===== src/hdl/linear_regressor_bank_clamped_macros.svh =====
// assertion helpers for the regressor bank
`ifndef LINEAR_REGRESSOR_BANK_CLAMPED_MACROS_SVH
`define LINEAR_REGRESSOR_BANK_CLAMPED_MACROS_SVH

// same-cycle implication
`define LRB_ASSERT_IMP(label, clk, rst, ante, cons) \
   label: assert property (@(posedge clk) disable iff (rst) (ante) |-> (cons)) \
      else $error("regressor bank check failed");

// next-cycle implication
`define LRB_ASSERT_NEXT(label, clk, rst, ante, cons) \
   label: assert property (@(posedge clk) disable iff (rst) (ante) |=> (cons)) \
      else $error("regressor bank check failed");

`endif


===== src/hdl/lrb_pkg.sv =====
package lrb_pkg;

   // request kinds
   localparam logic [1:0] KIND_WEIGHT = 2'd0;
   localparam logic [1:0] KIND_BIAS   = 2'd1;
   localparam logic [1:0] KIND_SAMPLE = 2'd2;

   // configuration register indexes
   localparam logic [1:0] CSR_ACTIVE_OUTPUTS  = 2'd0;
   localparam logic [1:0] CSR_ACTIVE_FEATURES = 2'd1;

   localparam logic [6:0]  ACTIVE_OUTPUTS_RESET  = 7'd0;
   localparam logic [12:0] ACTIVE_FEATURES_RESET = 13'd4096;

   localparam logic [10:0] PRED_MAX = 11'd1280;

   localparam int QUEUE_DEPTH = 4;
   localparam int QPTR_W      = 2;

   typedef struct packed {
      logic [6:0]  active_outputs;
      logic [12:0] active_features;
   } cfg_type;

   // classified request; data is the weight, the bias or element minus median
   typedef struct packed {
      logic [1:0]         kind;
      logic [11:0]        feat;
      logic [5:0]         oidx;
      logic signed [16:0] data;
      logic               use_feat;
      logic               last;
   } cmd_type;

   typedef struct packed {
      logic    valid;
      cmd_type cmd;
   } qout_type;

   typedef struct packed {
      logic        valid;
      logic [10:0] prediction;
      logic [5:0]  regressor_index;
      logic        last;
   } rsp_type;

endpackage


===== src/hdl/lrb_front.sv =====
module lrb_front #(
   parameter int MAX_FEATURES = 4096,
   parameter int MAX_OUTPUTS  = 16
) (
   input  logic                start,
   input  logic                full,
   input  logic [1:0]          req_kind,
   input  logic [11:0]         req_feature_index,
   input  logic [5:0]          req_output_index,
   input  logic signed [15:0]  req_value,
   input  logic signed [15:0]  req_median_value,
   input  logic                req_last_element,
   input  lrb_pkg::cfg_type    cfg,
   output logic                push,
   output lrb_pkg::cmd_type    push_cmd
);

   logic feat_in_range;
   logic oidx_in_range;
   logic feat_used;
   logic keep;

   assign feat_in_range = 32'(req_feature_index) < MAX_FEATURES;
   assign oidx_in_range = 32'(req_output_index) < MAX_OUTPUTS;
   assign feat_used     = feat_in_range && (13'(req_feature_index) < cfg.active_features);

   always_comb begin
      push_cmd.kind     = req_kind;
      push_cmd.feat     = req_feature_index;
      push_cmd.oidx     = req_output_index;
      push_cmd.use_feat = feat_used;
      push_cmd.last     = req_last_element;
      push_cmd.data     = 17'(req_value);
      keep              = 1'b0;
      case (req_kind)
         lrb_pkg::KIND_WEIGHT: begin
            keep = feat_in_range && oidx_in_range;
         end
         lrb_pkg::KIND_BIAS: begin
            keep = oidx_in_range;
         end
         lrb_pkg::KIND_SAMPLE: begin
            push_cmd.data = 17'(req_value) - 17'(req_median_value);
            // unused element still matters when it closes the descriptor
            keep = feat_used || req_last_element;
         end
         default: begin
            keep = 1'b0;
         end
      endcase
   end

   assign push = start && !full && keep;

endmodule


===== config.mk =====
export PLATFORM = sky130hd
export DESIGN_NAME = lrb_front
export DESIGN_NICKNAME = d
export VERILOG_FILES = /design/src/hdl/linear_regressor_bank_clamped_macros.svh /design/src/hdl/lrb_pkg.sv /design/src/hdl/lrb_front.sv
export SDC_FILE = /design/constraint.sdc
export NUM_CORES = 1
export LEC_CHECK = 0
export BUFFER_PORTS_ARGS = -buffer_cell sky130_fd_sc_hd__buf_4
export CAP_MARGIN = 20
export CORE_MARGIN = 8
export CORE_UTILIZATION = 41
export DETAILED_ROUTE_END_ITERATION = 10
export GPL_TIMING_DRIVEN = 0
export PLACE_DENSITY_LB_ADDON = 0.08
export SYNTH_ARGS = -nofsm -noshare
export SYNTH_HDL_FRONTEND = slang
export SYNTH_SLANG_ARGS = --single-unit
export TNS_END_PERCENT = 10

===== constraint.sdc =====
create_clock -name vclk -period 3.2
set_input_delay 0.16 -clock vclk [all_inputs]
set_output_delay 0.16 -clock vclk [all_outputs]
set_load 0.01 [all_outputs]

; ---- Word-level counts from Yosys, hierarchy flattened
; Cells that the tools add are included.
[classes]
n_reduce_logical = 6
n_addsub = 1
eq_ne = 2
magnitude_cmp = 2
n_mux = 2
[op_table]
columns = cell, n
row1 = 17-bit 2-to-1 mux, 1
row2 = 16-bit by 16-bit subtractor with 17-bit output, 1
row3 = 12-bit by 13-bit less-than comparator with 1-bit output, 1
row4 = "6-bit by 5-bit less-than comparator with 1-bit output, second input constant", 1
row5 = "2-bit by 1-bit == test with 1-bit output, second input constant", 1
row6 = "2-bit == test, second input constant", 1
row7 = 1-bit logical AND, 2
row8 = 2-bit zero test, 1
row9 = 1-bit one-hot mux with 2 select lines, 1
row10 = 2-bit OR reduction, 1
row11 = 1-bit zero test, 1
row12 = 1-bit logical OR, 1
[word_totals]
reg_bits = 0
inputBits = 75
output_inout_bits = 40
word_cells = 13

; ---- Logic depth before layout (Yosys ltp)
[logic_depth]
ltp_word = 4
depth_mapped = 9
mapped_depth_nobuf = 9

; ---- Worst setup path before layout
; Ideal clock, no wire load.
[synth_path]
path_kind = input port to output port
startpoint = input req_value[0]
endpoint = output push_cmd[14] in the netlist's numbering
path_slack_ns = 1.303
required_time_ns = 3.040
arrival_ns = 1.737
path_stages = 9
path_buffers = 0
cell_sequence = inv_1 ha_1 fa_1 nor2b_1 o31ai_1 a31oi_1 o21bai_1 or3_1 nand3_1
[synth_rtl]
columns = element, line
row1 = "start, declared", lrb_front.sv:10  ; input logic signed [15:0] req_value,
row2 = "end, declared", lrb_front.sv:15  ; output lrb_pkg::cmd_type push_cmd

==> metrics.txt <==
part of the power in combinational logic=100.0%; Hold Buf Count CTS=0; Die Ht=approximately 78 µm; setup_tns=0 ns; YS warnings=0; Yosys cell types=45; gr ovfl total=0; global-route wire length before repair=8190 µm; share of layout cells above drive strength 1=40.6%; Reg power frac=0%; Port Buffers=~100; Placed Area=2410 µm²; IO Pins=115; largest net degree at the start of global routing=11; FP Rows=22; Design Area, Final=about 2400 µm²; Synth area leaders=ha_1, buf_4, inv_1; status=complete, no violations; layout overhead on the synthesized area=53.4%; gr usage total=15.2%; drc violations=0; routed wire length per instance=12.8 µm; Synth top area share=between 20% and 30%; final hold slack=0.498 ns; HP Start=req_output_index[3]; Max Cap Viol=0; Post-CTS Resized=0; WS Path Type=in -> out; Routed Antenna Nets=0; Die W=between 70 and 80 µm; relative slew slack=71.1%; detail-routed via count per cell=4.97; starting density of the core=a little over two fifths; Worst Path Required=between 3 and 4 ns; post-layout min period=roughly 2.3 ns; FILL cells=349; storage element area=0 µm²; most frequent cells in the layout=buf_4, inv_1, ha_1; initial antenna violation count=0; Pint=0.000209 W; Pins Over Slew Limit=0; worst slew pin tran=0.434 ns; synthesized cell area=1570 µm²; setup repair bufs after CTS=0; Core Area=3690 µm²; Crit Path Max Fanout=3; WP data arrival=2.12 ns; layout net count=440; CP endpoint kind=output pin; clock buf count=0; RSZ-0062 raised after global routing=no; cells after synthesis=231; total die area=6080 µm²; Placer Congestion=between 0.8 and 0.9; # setup viols final=0; Pleak=1.38 nW; Via Count=between 1500 and 2000; worst min-delay path class=in -> out; DP Wirelength=~4400 µm; Peak supply drop=about 0.073 mV; Iter 0 DRT Violations=82; power per cell area=161 nW/µm²; flip-flop and latch count=0; switching share of power=46.1%; area leader, netlist=ha_1; Max Fclk=438 MHz; most common cell after layout, fill and taps aside=buf_4; Psw=0.000179 W; Routed WL=4890 µm; Final Hold Viols=0; vias in the first global route=roughly 2000; first-pass detailed-route iteration total=5; post-synth net total=334; Startpoint Class=primary input; clock share of power=0%; total power draw=between 0.0003 and 0.0004 W; CP startpoint=req_value[0]; Antenna Cells=0; Syn Area/Cell=6.81 µm²; Post-Route Utilization=65.5%; Seq/Total Area, Yosys=0%; Tcrit/Tclk final=71.3%
## logic make-up after synthesis
| group | Yosys count | share of synthesized area (%) |
|---|---|---|
| muxes | 2 | 1.27 |
| and+or+nand+nor | 67 | 21.9 |
| buffers and inverters | 60 | 20.5 |
| AOI/OAI and AO/OA | 67 | 29.7 |
| adders and majority gates | 28 | 22.7 |
| xor gates and xnor gates | 7 | 3.90 |
## final cells by class
class | count | area (µm²) | area share (%)
inverters | 31 | 116 | 4.82
plain buffers | 29 | 206 | 8.55
multi-input cells | 171 | 1250 | 51.8
well taps | 48 | 60.1 | 2.49
repair buffers | 104 | 781 | 32.3
## worst max-delay path: stages
cell and delay [ns]:
buf_4 0.08, inv_1 0.03, ha_1 0.21, fa_1 0.40, nor2b_1 0.18, o31ai_1 0.12
a31oi_1 0.26, o21bai_1 0.15, or3_1 0.32, nand3_1 0.08, buf_4 0.12
## power groups by stage
stage                     Sequential [W]  Combinational, W  Clock [W]
after floorplan                        0          0.000229          0
after global placement                 0          0.000387          0
after detailed placement               0          0.000392          0
after CTS                              0          0.000394          0
after global routing                   0          0.000434          0
final                                  0          0.000389          0
## stage by stage
stage / cells / setup slack, ns
3_5_place_dp: 383 / 0.923
4_1_cts: 383 / 0.922
3_3_place_gp: 383 / 0.934
6_report: 383 / 0.919
5_1_grt: 383 / 0.645
2_1_floorplan: 231 / 1.30
## Yosys cell counts, types with 2 or more instances
cell       n
a21oi_1   16
nor3_1     6
o21a_1     4
inv_1     30
or3_1      3
nor2_1    15
nand2_1   17
o211a_1    4
nand2b_1  10
xor2_1     4
mux2i_1    2
o221ai_1   2
o31ai_1    3
o21ai_0   14
clkbuf_1   4
buf_4     24
a31oi_1    4
nor2b_1    3
a211oi_1   3
xnor2_1    3
o211ai_1   2
a21o_1     6
nor4_1     2
nand3_1    3
ha_1      27
## final timing paths
kind | end | slack [ns] | depth (start not counted)
max | push_cmd[14] | 0.92 | 11
min | push_cmd[22] | 0.50 | 2
## metal layers
metal / wire [µm] / global-route usage [%]
met3: 479 / 5.65
met4: 0 / 0
met2: 2220 / 26.2
met5: 0 / 0
met1: 2200 / 18.4
No activity file was read; power rests on OpenSTA's default activity.
