[src/hdl/linear_regressor_bank_clamped_macros.svh]
// assertion helpers for the regressor bank
`ifndef LINEAR_REGRESSOR_BANK_CLAMPED_MACROS_SVH
`define LINEAR_REGRESSOR_BANK_CLAMPED_MACROS_SVH

// same-cycle implication
`define LRB_ASSERT_IMP(label, clk, rst, ante, cons) \
   label: assert property (@(posedge clk) disable iff (rst) (ante) |-> (cons)) \
      else $error("regressor bank check failed");

// next-cycle implication
`define LRB_ASSERT_NEXT(label, clk, rst, ante, cons) \
   label: assert property (@(posedge clk) disable iff (rst) (ante) |=> (cons)) \
      else $error("regressor bank check failed");

`endif

[src/hdl/lrb_pkg.sv]
package lrb_pkg;

   // request kinds
   localparam logic [1:0] KIND_WEIGHT = 2'd0;
   localparam logic [1:0] KIND_BIAS   = 2'd1;
   localparam logic [1:0] KIND_SAMPLE = 2'd2;

   // configuration register indexes
   localparam logic [1:0] CSR_ACTIVE_OUTPUTS  = 2'd0;
   localparam logic [1:0] CSR_ACTIVE_FEATURES = 2'd1;

   localparam logic [6:0]  ACTIVE_OUTPUTS_RESET  = 7'd0;
   localparam logic [12:0] ACTIVE_FEATURES_RESET = 13'd4096;

   localparam logic [10:0] PRED_MAX = 11'd1280;

   localparam int QUEUE_DEPTH = 4;
   localparam int QPTR_W      = 2;

   typedef struct packed {
      logic [6:0]  active_outputs;
      logic [12:0] active_features;
   } cfg_type;

   // classified request; data is the weight, the bias or element minus median
   typedef struct packed {
      logic [1:0]         kind;
      logic [11:0]        feat;
      logic [5:0]         oidx;
      logic signed [16:0] data;
      logic               use_feat;
      logic               last;
   } cmd_type;

   typedef struct packed {
      logic    valid;
      cmd_type cmd;
   } qout_type;

   typedef struct packed {
      logic        valid;
      logic [10:0] prediction;
      logic [5:0]  regressor_index;
      logic        last;
   } rsp_type;

endpackage

[src/hdl/lrb_queue.sv]
module lrb_queue (
   input  logic               clock,
   input  logic               reset,
   input  logic               push,
   input  lrb_pkg::cmd_type   push_cmd,
   input  logic               pop,
   output logic               full,
   output lrb_pkg::qout_type  qout
);

   localparam int CNT_W = lrb_pkg::QPTR_W + 1;

   lrb_pkg::cmd_type              slot_ff [lrb_pkg::QUEUE_DEPTH];
   logic [lrb_pkg::QPTR_W-1:0]    wr_ptr_ff, wr_ptr_in;
   logic [lrb_pkg::QPTR_W-1:0]    rd_ptr_ff, rd_ptr_in;
   logic [CNT_W-1:0]              count_ff, count_in;

   always_comb begin
      wr_ptr_in = wr_ptr_ff;
      rd_ptr_in = rd_ptr_ff;
      count_in  = count_ff;
      if (push) begin
         wr_ptr_in = lrb_pkg::QPTR_W'(wr_ptr_ff + 1'b1);
      end
      if (pop) begin
         rd_ptr_in = lrb_pkg::QPTR_W'(rd_ptr_ff + 1'b1);
      end
      if (push && !pop) begin
         count_in = CNT_W'(count_ff + 1'b1);
      end else if (pop && !push) begin
         count_in = CNT_W'(count_ff - 1'b1);
      end
   end

   always_ff @(posedge clock) begin
      if (reset) begin
         wr_ptr_ff <= '0;
         rd_ptr_ff <= '0;
         count_ff  <= '0;
      end else begin
         wr_ptr_ff <= wr_ptr_in;
         rd_ptr_ff <= rd_ptr_in;
         count_ff  <= count_in;
      end
   end

   always_ff @(posedge clock) begin
      if (push) begin
         slot_ff[wr_ptr_ff] <= push_cmd;
      end
   end

   assign full       = count_ff == CNT_W'(lrb_pkg::QUEUE_DEPTH);
   assign qout.valid = count_ff != '0;
   assign qout.cmd   = slot_ff[rd_ptr_ff];

endmodule

[config.mk]
export PLATFORM = sky130hd
export DESIGN_NAME = lrb_queue
export DESIGN_NICKNAME = d
export VERILOG_FILES = /design/src/hdl/linear_regressor_bank_clamped_macros.svh /design/src/hdl/lrb_pkg.sv /design/src/hdl/lrb_queue.sv
export SDC_FILE = /design/constraint.sdc
export NUM_CORES = 1
export LEC_CHECK = 0
export ABC_AREA = 1
export BUFFER_PORTS_ARGS = -buffer_cell sky130_fd_sc_hd__buf_2
export CAP_MARGIN = 10
export CORE_MARGIN = 3
export CORE_UTILIZATION = 61
export DETAILED_ROUTE_END_ITERATION = 8
export MAX_ROUTING_LAYER = met4
export PLACE_DENSITY = 0.84
export SETUP_SLACK_MARGIN = 0.02
export SYNTH_ARGS = -nofsm -noshare
export SYNTH_HDL_FRONTEND = slang
export SYNTH_SLANG_ARGS = --single-unit
[constraint.sdc]
create_clock -name clock -period 3.5 [get_ports clock]
set_input_delay 0.35 -clock clock [delete_from_list [all_inputs] [get_ports clock]]
set_output_delay 0.35 -clock clock [all_outputs]
set_load 0.01 [all_outputs]
# Word level (Yosys, flattened, before mapping)
# Memory sizes are Yosys's and may differ from the RTL's. A register that Yosys moved wholly into a read port is not among the register bits.
# Cells that the tools add are included.
[word_totals]
ramBits = 156
mem_count = 1
elab_cells = 21
out_inout_bits = 41
register_bits = 7
in_bits = 43
[memory_table]
columns = ["name", "depth", "width", "rd", "rd_clocked_by_memory_dff", "wr", "line", "rtl"]
rows = [
  ["slot_ff", 4, 39, 1, 1, 1, "lrb_queue.sv:13", "lrb_pkg::cmd_type slot_ff [lrb_pkg::QUEUE_DEPTH];"],
]
[op_classes]
add_sub_neg = 4
n_eq_ne = 1
reduce_logical = 6
mux = 6
[ops]
columns = ["cell", "count"]
rows = [
  ["3-bit 2-to-1 mux", 2],
  ["2-bit by 1-bit adder with 2-bit output (second input constant)", 2],
  ["2-bit 2-to-1 mux", 2],
  ["3-bit by 1-bit adder with 3-bit output (second input constant)", 1],
  ["3-bit equality test (second input constant)", 1],
  ["3-bit nonzero test", 1],
  ["3-bit by 1-bit subtractor with 3-bit output (second input constant)", 1],
  ["1-bit logical AND", 2],
  ["1-bit logical NOT", 2],
  ["1-bit 2-to-1 mux", 2],
  ["2-bit nonzero test", 1],
]

# Logic depth before layout (Yosys ltp)
# Gate-level depths: netlist of the first run.
[logic_depth]
word_depth = 4
mapped_depth = 10
ltp_nobuf = 10

# Worst setup path after synthesis of the first run
# OpenSTA, ideal clock, no wires.
[synth_path]
path_kind = "register to register"
from = "register wr_ptr_ff[0] (netlist name)"
to = "memory slot_ff[2][0] (netlist name), enable pin"
synth_period_minus_slack_ns = 1.749
n_path_buf = 0
slack_ns = 1.751
arrival_ns = 1.356
setup_time_ns = 0.394
t_required_ns = 3.106
stages_incl_launch_ff = 5
path_cell_list = "dfxtp_1 -> inv_1 -> ha_1 -> nand2_1 -> inv_1"
[synth_lines]
columns = ["element", "line", "rtl"]
rows = [
  ["start: declaration", "lrb_queue.sv:14", "logic [lrb_pkg::QPTR_W-1:0] wr_ptr_ff, wr_ptr_in;"],
  ["start signal: assignment", "lrb_queue.sv:41", "wr_ptr_ff <= wr_ptr_in;"],
  ["end: declaration", "lrb_queue.sv:13", ""],
]
# Straight into the memory's write port.

==> results of run 1 <==
cell families (layout without fill, tap and decap cells):
| logic type | count (synthesis) | in the layout | synth area share, % |
|---|---|---|---|
| fa+ha+maj | 6 | 6 | 1.32 |
| simple gates | 98 | 98 | 5.98 |
| compound gates | 125 | 125 | 10.8 |
| xor+xnor | 1 | 1 | 0.141 |
| flops | 165 | 165 | 78.0 |
| buf+inv | 42 | 135 | 3.71 |
critical path: cells and delay by family (launching register included):
kind	cells	cell delay [ns]
buffers and inverters	2	0.70
AOI/OAI and AO/OA	2	0.45
DFF	1	0.67
worst max-delay path by stage:
stage	start	endpoint	slack, ns	cells after the start
after floorplan	wr_ptr_ff[0]$_SDFFE_PP0P_	slot_ff[2][0]$_DFFE_PP_	1.75	4
after global placement	flip-flop	qout[36]	1.44	4
after detailed placement	flip-flop	qout[26]	1.40	4
after CTS	flip-flop	qout[27]	0.82	4
after global routing	flip-flop	qout[5]	0.67	4
final	flip-flop	qout[27]	0.77	4
cells in the final DEF, fill, tap and decap left out, types with 2 or more instances in the layout:
master	n
a21oi_1	3
buf_2	83
buf_4	2
clkbuf_1	4
clkbuf_16	18
clkbuf_8	5
clkinv_2	2
dfxtp_1	8
edfxtp_1	156
ha_1	5
inv_1	11
inv_2	5
inv_4	3
nand2_1	10
nor2_1	85
o21ai_0	81
o21ai_1	2
o22ai_1	39
power by group:
group | switching, µW | internal [µW] | total (µW)
clock | 693 | 1040 | 1730
sequential | 36.2 | 2250 | 2290
combinational | 251 | 127 | 378
metrics by stage:
step | utilization (%) | hold slack [ns]
global placement | 67.6 | 0.432
detailed placement | 67.6 | 0.437
finish | 73.4 | 0.0415
floorplan | - | 0.412
CTS | 73.4 | 0.0209
global route | 73.4 | 0.0306
area by class of cell:
class                   count  area [µm²]
multi-input cells         230        1140
flip-flops and latches    165        4870
clock buffers              27         534
clock inverters             5        31.3
fillers                   610        2620
repair buffers             86         440
inverters                  17        66.3
well taps                 133         166
metal layers:
layer,vias to the layer above,global-route usage (%)
met5,-,-
met4,0,10.7
met3,17,5.42
met2,125,35.6
met1,1858,28.9
li1,1775,-
flip-flops by register name, summed over array words and instances (netlist names), named ones only:
name and count:
rd_ptr_ff 2, count_ff 3, wr_ptr_ff 2, slot_ff 156
what timing repair did:
item / 4_1_cts / 5_1_grt
hold endpoints to repair: 1 / 0
setup buffers: 0 / 0
hold buffers: 1 / 0
==> impl_metrics.csv, run 1 <==
group,metric,value,unit
outcome,status,"completed",
route,routed_wl,12400,µm
timing,worst_pin_slew,0.979,ns
power,p_per_area,607,nW/µm²
timing,tns,0,ns
final_layout,layout.nets,566,
clock_tree,cts_buffer_depth,2,
timing,slew_viol_final,0,
synth,synth_most_common_cell,"edfxtp_1",
route,vias_per_cell,5.69,
final_layout,stdcell_count,663,
global_route,grt.overflow.total,0,
global_route,grt_pass1_wl,19100,µm
final_layout,area_growth,16.2,%
synth,synth_top_area_share,75.1,%
synth,synth_area_per_cell,14.3,µm²
timing,maxSlewHeadroom,34.7,%
global_route,grt_pass1_vias,3818,
final_layout,diodes,0,
route,drt-met1-wl,5130,µm
route,wl_met2,6330,µm
timing,setup_violations,0,
synth,synth_seq_cells,165,
floorplanning,die_w,107,µm
synth,yosys-top-cells-count,"edfxtp_1 (156), nor2_1 (85), o21ai_0 (81)",
global_route,antenna_found_initial,0,
setup_path,r2r_cells,4,
placed_design,dpl_cell_area,6670,µm²
placed_design,io_buffers,83,
clock_tree,clk-insertion-delay-late,0.52,ns
setup_path,setup.worst_path.end_class,"output pin",
setup_path,r2r_end,"slot_ff[2][11]$_DFFE_PP_",
setup_path,max_stage_delay,0.67,ns
setup_path,setup.worst_path.start_class,"flip-flop",
clock_tree,ctsHtreeMaxLevel,4,
route,drtAntennaViolNets,0,
worst_hold_path,holdPathStages,1,
clock_tree,cts-resized-gates,0,
setup_path,regToRegSetupSlack,1.73,ns
setup_path,rr_startpoint,"wr_ptr_ff[0]$_SDFFE_PP0P_",
placed_design,dp_cells,630,
placed_design,place_congestion,0.761,
synth,netlist_instances,437,
timing,final.period_utilization,77.9,%
synth,seq_area_frac_synth,78.0,%
timing,finalHoldViolations,0,
setup_path,crit_path_max_fanout,49,
floorplanning,io_pins,84,
timing,min_period,2.73,ns
timing,fin_worst_skew,0.00835,ns
clock_tree,root_buffer,"clkbuf_8",
route,drtIter0Drc,336,
placed_design,dp_slack,1.40,ns
timing,rsz0062_at_grt,"false",
timing,fmax,367,MHz
worst_hold_path,hold_path_end,"slot_ff[3][33]$_DFFE_PP_",
worst_hold_path,hold_class,"input port to flip-flop",
power,leakagePower,0.00262,µW
clock_tree,numCtsBuffers,17,
synth,synth_nets,486,
route,post_drt_wl_per_cell,18.7,µm
floorplanning,die_height,107,µm
floorplanning,start_util,63.2,%
power,irDropWorstVdd,0.470,mV
route,post-route-drc-count,0,
clock_tree,cts_tree,"done",
setup_path,cp.required,3.15,ns
floorplanning,rows,36,
floorplanning,core_area,9860,µm²
clock_tree,cts_sinks,165,
placed_design,hpwlAfterDp,6690,µm
synth,synth-edff-count,156,
synth,async_reset_ff_share,0,%
setup_path,worstSetupPathType,"flip-flop to output pin",
flow_run,maxCapViolCount,0,
route,routed.top_layer,"met4",
final_layout,drive_above_1_share,22.6,%
timing,worst_slack,0.773,ns
global_route,grt_max_degree,79,
floorplanning,die_area,11500,µm²
clock_tree,clkTransAtPathRegs,0.06,ns
synth,yosys.cell_types.count,23,
route,drtPass1Iterations,5,
setup_path,arrival,2.38,ns
synth,syn_area,6230,µm²
synth,synth_top_area_cell,"edfxtp_1",
setup_path,crit_chain,"buf_4 > o21ai_0 > o22ai_1 > buf_2",
synth,ys_warn_count,0,
route,via_count,3775,
power,finalPower,4400,µW
route,dr_wl_met3,697,µm
synth,yosys-top-cells-area,"edfxtp_1 (75%), o21ai_0 (6.5%), nor2_1 (5.1%)",
global_route,grt_use_total,22.9,%
synth,synthFlopType,"edfxtp_1",
final_layout,finalInstanceArea,7240,µm²
worst_hold_path,hp-start,"push_cmd[33]",
setup_path,slowest_stage,"dfxtp_2",
(Power assumes the default switching activity.)
==> run 2, diff against run 1 <==
--- a/config.mk
+++ b/config.mk
@@ -5,14 +5,14 @@
 export SDC_FILE = /design/constraint.sdc
 export NUM_CORES = 1
 export LEC_CHECK = 0
-export ABC_AREA = 1
+export ABC_AREA = 0
 export BUFFER_PORTS_ARGS = -buffer_cell sky130_fd_sc_hd__buf_2
 export CAP_MARGIN = 10
 export CORE_MARGIN = 3
-export CORE_UTILIZATION = 61
+export CORE_UTILIZATION = 51
 export DETAILED_ROUTE_END_ITERATION = 8
 export MAX_ROUTING_LAYER = met4
-export PLACE_DENSITY = 0.84
+export PLACE_DENSITY = 0.75
 export SETUP_SLACK_MARGIN = 0.02
 export SYNTH_ARGS = -nofsm -noshare
 export SYNTH_HDL_FRONTEND = slang
==> constraint.sdc (replaced) <==
create_clock -name clock -period 2.3 [get_ports clock]
set_input_delay 0.23 -clock clock [delete_from_list [all_inputs] [get_ports clock]]
set_output_delay 0.23 -clock clock [all_outputs]
set_load 0.01 [all_outputs]
==> run 2 against run 1 <==
  * Combinational power rose by 74%
  * Critical path depth fell by 1
  * Synthesized area fell by 3.0%
  * Die area rose by 15%
  * Setup slack got worse by 0.50 ns
  * Clock power rose by 82%
  * Sequential share of layout area fell by 1.6 points
  * Sequential power rose by 52%
  * First-iteration DRC count fell by 6.8%
  * Non-clock buffer count rose by 9
  * Wire length fell by 22%
  * Largest cell class unchanged
  * Largest power group unchanged
  * Highest routed layer unchanged
==> impl_metrics.csv, run 2 <==
group,metric,value,unit
timing,worst_pin_slew,0.396,ns
final_layout,stdcell_count,508,
placed_design,dp_slack,0.611,ns
setup_path,crit_buf_inv,2,
route,vias_per_cell,5.35,
route,post-route-drc-count,0,
synth,ys_warn_count,0,
setup_path,worstSetupPathType,"flip-flop to output pin",
timing,rsz0062_at_grt,"false",
timing,maxSlewHeadroom,73.6,%
setup_path,r2r_cells,4,
final_layout,largest_reg_flops,156,
floorplanning,die_area,13200,µm²
synth,muxShareOfSynthArea,14.9,%
synth,yosys.cell_types.count,20,
route,routed_wl,9640,µm
setup_path,cp.required,2.07,ns
clock_tree,cts_tree,"done",
synth,synth_seq_cells,165,
outcome,status,"completed",
power,irDropWorstVdd,0.632,mV
floorplanning,io_pins,84,
global_route,grt_max_degree,40,
setup_path,crit_path_max_fanout,39,
floorplanning,die_height,115,µm
setup_path,slowest_stage,"mux4_2",
final_layout,final_cell_mix,"edfxtp_1 (156), buf_2 (83), mux4_2 (39)",
route,via_count,2719,
setup_path,setup.worst_path.start_class,"flip-flop",
placed_design,dp_cells,471,
setup_path,path_depth,3,
synth,synth_area_per_cell,24.5,µm²
timing,min_period,2.02,ns
synth,synth_top_family_by_area,"multiplexers",
floorplanning,rows,39,
final_layout,largest-register,"slot_ff",
power,pwr-share-clk,43.2,%
final_layout,reg.largest.list,"slot_ff (156), count_ff (3)",
synth,synth_nets,296,
synth,synthSimpleGateAreaFrac,1.24,%
worst_hold_path,hold_class,"input port to flip-flop",
clock_tree,ctsHtreeMaxLevel,4,
power,leakagePower,0.00257,µW
final_layout,multi_input_area,1110,µm²
route,drtPass1Iterations,4,
final_layout,regArea,4870,µm²
worst_hold_path,holdPathStages,1,
final_layout,final_common_cell,"edfxtp_1",
timing,finalHoldViolations,0,
synth,synth-edff-count,156,
power,p_per_area,983,nW/µm²
final_layout,layout.nets,401,
setup_path,cpLargestDelayFamily,"multiplexers",
synth,async_reset_ff_share,0,%
clock_tree,root_buffer,"clkbuf_16",
timing,setup_violations,0,
timing,fin_worst_skew,0.00306,ns
timing,fmax,494,MHz
floorplanning,start_util,52.5,%
final_layout,fillers,782,
setup_path,setup.worst_path.end_class,"output pin",
flow_run,maxCapViolCount,0,
synth,synth_most_common_cell,"edfxtp_1",
synth,syn_area,6050,µm²
synth,netlist_instances,247,
power,seqPwrFrac,47.8,%
power,finalPower,7290,µW
setup_path,arrival,1.79,ns
clock_tree,cts_sinks,165,
timing,worst_slack,0.277,ns
global_route,grt.overflow.total,0,
setup_path,crit_chain,"buf_12 > mux4_2 > buf_2",
global_route,grt_pass1_vias,2864,
power,intPower,5890,µW
setup_path,max_stage_delay,0.56,ns
route,post_drt_wl_per_cell,19.0,µm
floorplanning,core_area,11500,µm²
synth,synth_compound_area_share,0.165,%
clock_tree,numCtsBuffers,17,
clock_tree,cts_buffer_depth,2,
route,drtIter0Drc,313,
synth,synthXorXnorAreaFrac,0.724,%
timing,slew_viol_final,0,
synth,synth_top_area_share,77.5,%
synth,synth_top_area_cell,"edfxtp_1",
power,power_frac_comb,9.0,%
placed_design,place_congestion,0.713,
global_route,grt_use_total,16.7,%
synth,synthAdderAreaFrac,1.37,%
clock_tree,clk-insertion-delay-late,0.41,ns
synth,synthFlopType,"edfxtp_1",
synth,seq_area_frac_synth,80.4,%
clock_tree,clkTransAtPathRegs,0.06,ns
floorplanning,die_w,115,µm
synth,yosys-top-cells-count,"edfxtp_1 (156), mux4_2 (39), dfxtp_1 (9)",
final_layout,area_growth,22.7,%
power,swShare,19.3,%
route,drtAntennaViolNets,0,
synth,yosys-top-cells-area,"edfxtp_1 (77%), mux4_2 (15%), dfxtp_1 (3.0%)",
placed_design,io_buffers,83,
timing,final.period_utilization,88.0,%
final_layout,diodes,0,
timing,tns,0,ns
final_layout,post-route-util,64.5,%
final_layout,drive_above_1_share,43.8,%
power,switchingPower,1410,µW
global_route,grt_pass1_wl,15300,µm
placed_design,hpwlAfterDp,5440,µm
global_route,antenna_found_initial,0,
[run 2: logic make-up (layout without fill, tap and decap cells)]
group / after synthesis / in the layout
DFF: 165 / 165
buffers and inverters: 13 / 131
and+or+nand+nor: 15 / 15
muxes: 41 / 41
xor gates and xnor gates: 5 / 5
adders and majority gates: 6 / 6
AOI/OAI and AO/OA: 2 / 2
[run 2: worst paths after layout]
kind                       startpoint                        to  slack (ns)
min reg2reg  count_ff[2]$_SDFFE_PP0P_  count_ff[2]$_SDFFE_PP0P_        0.52
min                      push_cmd[21]  slot_ff[2][21]$_DFFE_PP_        0.03
max reg2reg  count_ff[0]$_SDFFE_PP0P_  count_ff[2]$_SDFFE_PP0P_        0.84
max                         flip-flop                   qout[7]        0.28
[run 2: timing repair]
item / 4_1_cts / 5_1_grt
gates resized for setup: 0 / 0
hold endpoints to repair: 20 / 0
hold buffers: 5 / 0
setup buffers: 0 / 0
[run 2: per-layer routing]
| layer | track usage, % | share of wire [%] |
|---|---|---|
| met2 | 24.5 | 49 |
| met3 | 5.79 | 6.0 |
| met5 | - | 0 |
| met1 | 21.1 | 43 |
| met4 | 7.98 | 1.9 |
[run 2: layout make-up]
cell class	instances	share of cell area [%]
sequential	165	65.6
inverter	4	0.202
multi-input combinational	69	15.0
clock inverter	13	3.15
tap	143	2.41
clock buffer	19	5.83
timing repair buffer	95	7.82
[run 2: per-stage QoR]
stage / hold slack, ns / cell area (µm²)
finish: 0.0294 / 7420
global route: 0.00765 / 7420
CTS: 0.000231 / 7420
detailed placement: 0.445 / 6710
global placement: 0.440 / 6710
floorplan: 0.329 / 6050
[run 2: power by group through the flow]
stage | clock (µW) | combinational, µW | sequential (µW)
finish | 3150 | 656 | 3490
global route | 3350 | 721 | 3500
CTS | 3230 | 676 | 3490
detailed placement | 0 | 666 | 3550
global placement | 0 | 657 | 3540
floorplan | 0 | 400 | 3540
==> run 3, diff against run 2 <==
--- a/config.mk
+++ b/config.mk
@@ -14,6 +14,7 @@
 export MAX_ROUTING_LAYER = met4
 export PLACE_DENSITY = 0.75
 export SETUP_SLACK_MARGIN = 0.02
+export SKIP_CTS_REPAIR_TIMING = 1
 export SYNTH_ARGS = -nofsm -noshare
 export SYNTH_HDL_FRONTEND = slang
 export SYNTH_SLANG_ARGS = --single-unit
==> constraint.sdc (replaced) <==
create_clock -name clock -period 2.3 [get_ports clock]
set_input_delay 0.23 -clock clock [delete_from_list [all_inputs] [get_ports clock]]
set_output_delay 0.23 -clock clock [all_outputs]
set_load 0.005 [all_outputs]
==> run 3 against run 2 <==
  * Global-route usage grew 0.21 points
  * Total power shrank 7.0%
  * First-iteration DRC count shrank 21%
  * Clock power shrank 14%
  * Critical path depth is the same
  * Sequential power is essentially flat
  * Register-to-register slack lost 0.05 ns
  * Utilization shrank 1.3 points
  * Maximum frequency is essentially flat
  * Die area is the same
  * Clock skew grew 0.0039 ns
  * Critical path type unchanged
  * Largest cell class unchanged
  * Largest power group unchanged
==> impl_metrics.csv, run 3 (same netlist as run 2, synthesis figures left out) <==
group,metric,value,unit
timing,min_period,2.02,ns
final_layout,multi_input_area,1110,µm²
placed_design,hpwlAfterDp,5770,µm
route,post_drt_wl_per_cell,19.5,µm
placed_design,dp_cells,471,
floorplanning,io_pins,84,
timing,fmax,494,MHz
timing,setup_violations,0,
route,vias_per_cell,5.42,
final_layout,reg.largest.list,"slot_ff (156), count_ff (3)",
setup_path,setup.worst_path.end_class,"output pin",
final_layout,layout.nets,396,
placed_design,place_congestion,0.712,
route,drtAntennaViolNets,0,
setup_path,setup.worst_path.start_class,"flip-flop",
placed_design,io_buffers,83,
timing,worst_pin_slew,0.334,ns
route,via_count,2727,
global_route,grt_pass1_wl,15500,µm
timing,finalHoldViolations,0,
final_layout,area_growth,20.3,%
route,drtPass1Iterations,4,
final_layout,final_cell_mix,"edfxtp_1 (156), buf_2 (83), mux4_2 (39)",
worst_hold_path,hold_class,"input port to flip-flop",
final_layout,drive_above_1_share,44.4,%
clock_tree,root_buffer,"clkbuf_16",
floorplanning,start_util,52.5,%
clock_tree,ctsHtreeMaxLevel,4,
timing,fin_worst_skew,0.00692,ns
clock_tree,cts_buffer_depth,2,
global_route,grt.overflow.total,0,
power,switchingPower,1350,µW
timing,maxSlewHeadroom,77.7,%
final_layout,largest_reg_flops,156,
clock_tree,clk-insertion-delay-late,0.42,ns
power,irDropWorstVdd,0.472,mV
power,seqPwrFrac,51.4,%
final_layout,regArea,4870,µm²
route,drtIter0Drc,248,
power,intPower,5430,µW
clock_tree,numCtsBuffers,17,
global_route,grt_max_degree,40,
flow_run,maxCapViolCount,0,
route,routed_wl,9810,µm
final_layout,fillers,804,
power,pwr-share-clk,39.7,%
clock_tree,clkTransAtPathRegs,0.06,ns
outcome,status,"completed",
floorplanning,rows,39,
power,power_frac_comb,8.9,%
setup_path,cp.required,2.07,ns
power,p_per_area,932,nW/µm²
floorplanning,core_area,11500,µm²
final_layout,diodes,0,
final_layout,largest-register,"slot_ff",
timing,slew_viol_final,0,
floorplanning,die_height,115,µm
floorplanning,die_w,115,µm
timing,tns,0,ns
final_layout,final_common_cell,"edfxtp_1",
final_layout,stdcell_count,503,
timing,final.period_utilization,88.0,%
floorplanning,die_area,13200,µm²
setup_path,arrival,1.79,ns
power,swShare,19.9,%
clock_tree,cts_sinks,165,
timing,rsz0062_at_grt,"false",
power,leakagePower,0.00250,µW
setup_path,worstSetupPathType,"flip-flop to output pin",
setup_path,crit_path_max_fanout,39,
route,post-route-drc-count,0,
global_route,grt_use_total,16.9,%
global_route,antenna_found_initial,0,
global_route,grt_pass1_vias,2909,
clock_tree,cts_tree,"done",
==> run 3: critical path, stage by stage, from the launching register on <==
cell and delay (ns):
dfxtp_2 0.34, buf_12 0.31, mux4_2 0.57, buf_2 0.14
==> run 3: layer usage <==
layer | vias to the layer above | part of all wire [%] | global-route usage (%)
met1 | 1403 | 40 | 20.4
met2 | 84 | 51 | 25.6
met4 | 0 | 1.1 | 7.12
met5 | - | 0 | -
met3 | 9 | 7.3 | 6.68
li1 | 1231 | - | -
==> run 3: path summary, 6_finish.rpt <==
kind / start / to / slack [ns] / cells past startpoint
max: flip-flop / qout[30] / 0.28 / 3
min: push_cmd[32] / slot_ff[0][32]$_DFFE_PP_ / 0.02 / 1
min reg2reg: count_ff[2]$_SDFFE_PP0P_ / count_ff[2]$_SDFFE_PP0P_ / 0.52 / 2
max reg2reg: count_ff[0]$_SDFFE_PP0P_ / count_ff[2]$_SDFFE_PP0P_ / 0.79 / 4
==> run 3: final cells by class <==
class / count / area share (%)
inverters: 4 / 0.206
clock buffers: 19 / 5.95
repair buffers: 90 / 7.29
clock inverters: 13 / 1.91
multi-input cells: 69 / 15.3
well taps: 143 / 2.46
flip-flops and latches: 165 / 66.9
==> run 3: power by group through the flow <==
| stage | clock, µW | sequential [µW] | combinational [µW] |
|---|---|---|---|
| CTS | 2760 | 3490 | 623 |
| detailed placement | 0 | 3550 | 622 |
| finish | 2700 | 3490 | 601 |
| global placement | 0 | 3540 | 612 |
| floorplan | 0 | 3540 | 354 |
| global route | 2890 | 3500 | 668 |
==> run 3: stage by stage <==
| stage | total power (µW) | utilization [%] | area, µm² | hold WS [ns] | setup slack [ns] |
|---|---|---|---|---|---|
| floorplan | 3900 | - | 6050 | 0.329 | 0.412 |
| global placement | 4150 | 58.2 | 6710 | 0.441 | 0.654 |
| detailed placement | 4180 | 58.2 | 6710 | 0.447 | 0.569 |
| CTS | 6870 | 63.2 | 7280 | 0.00437 | 0.224 |
| global route | 7060 | 63.2 | 7280 | 0.00178 | 0.179 |
| finish | 6790 | 63.2 | 7280 | 0.0221 | 0.277 |
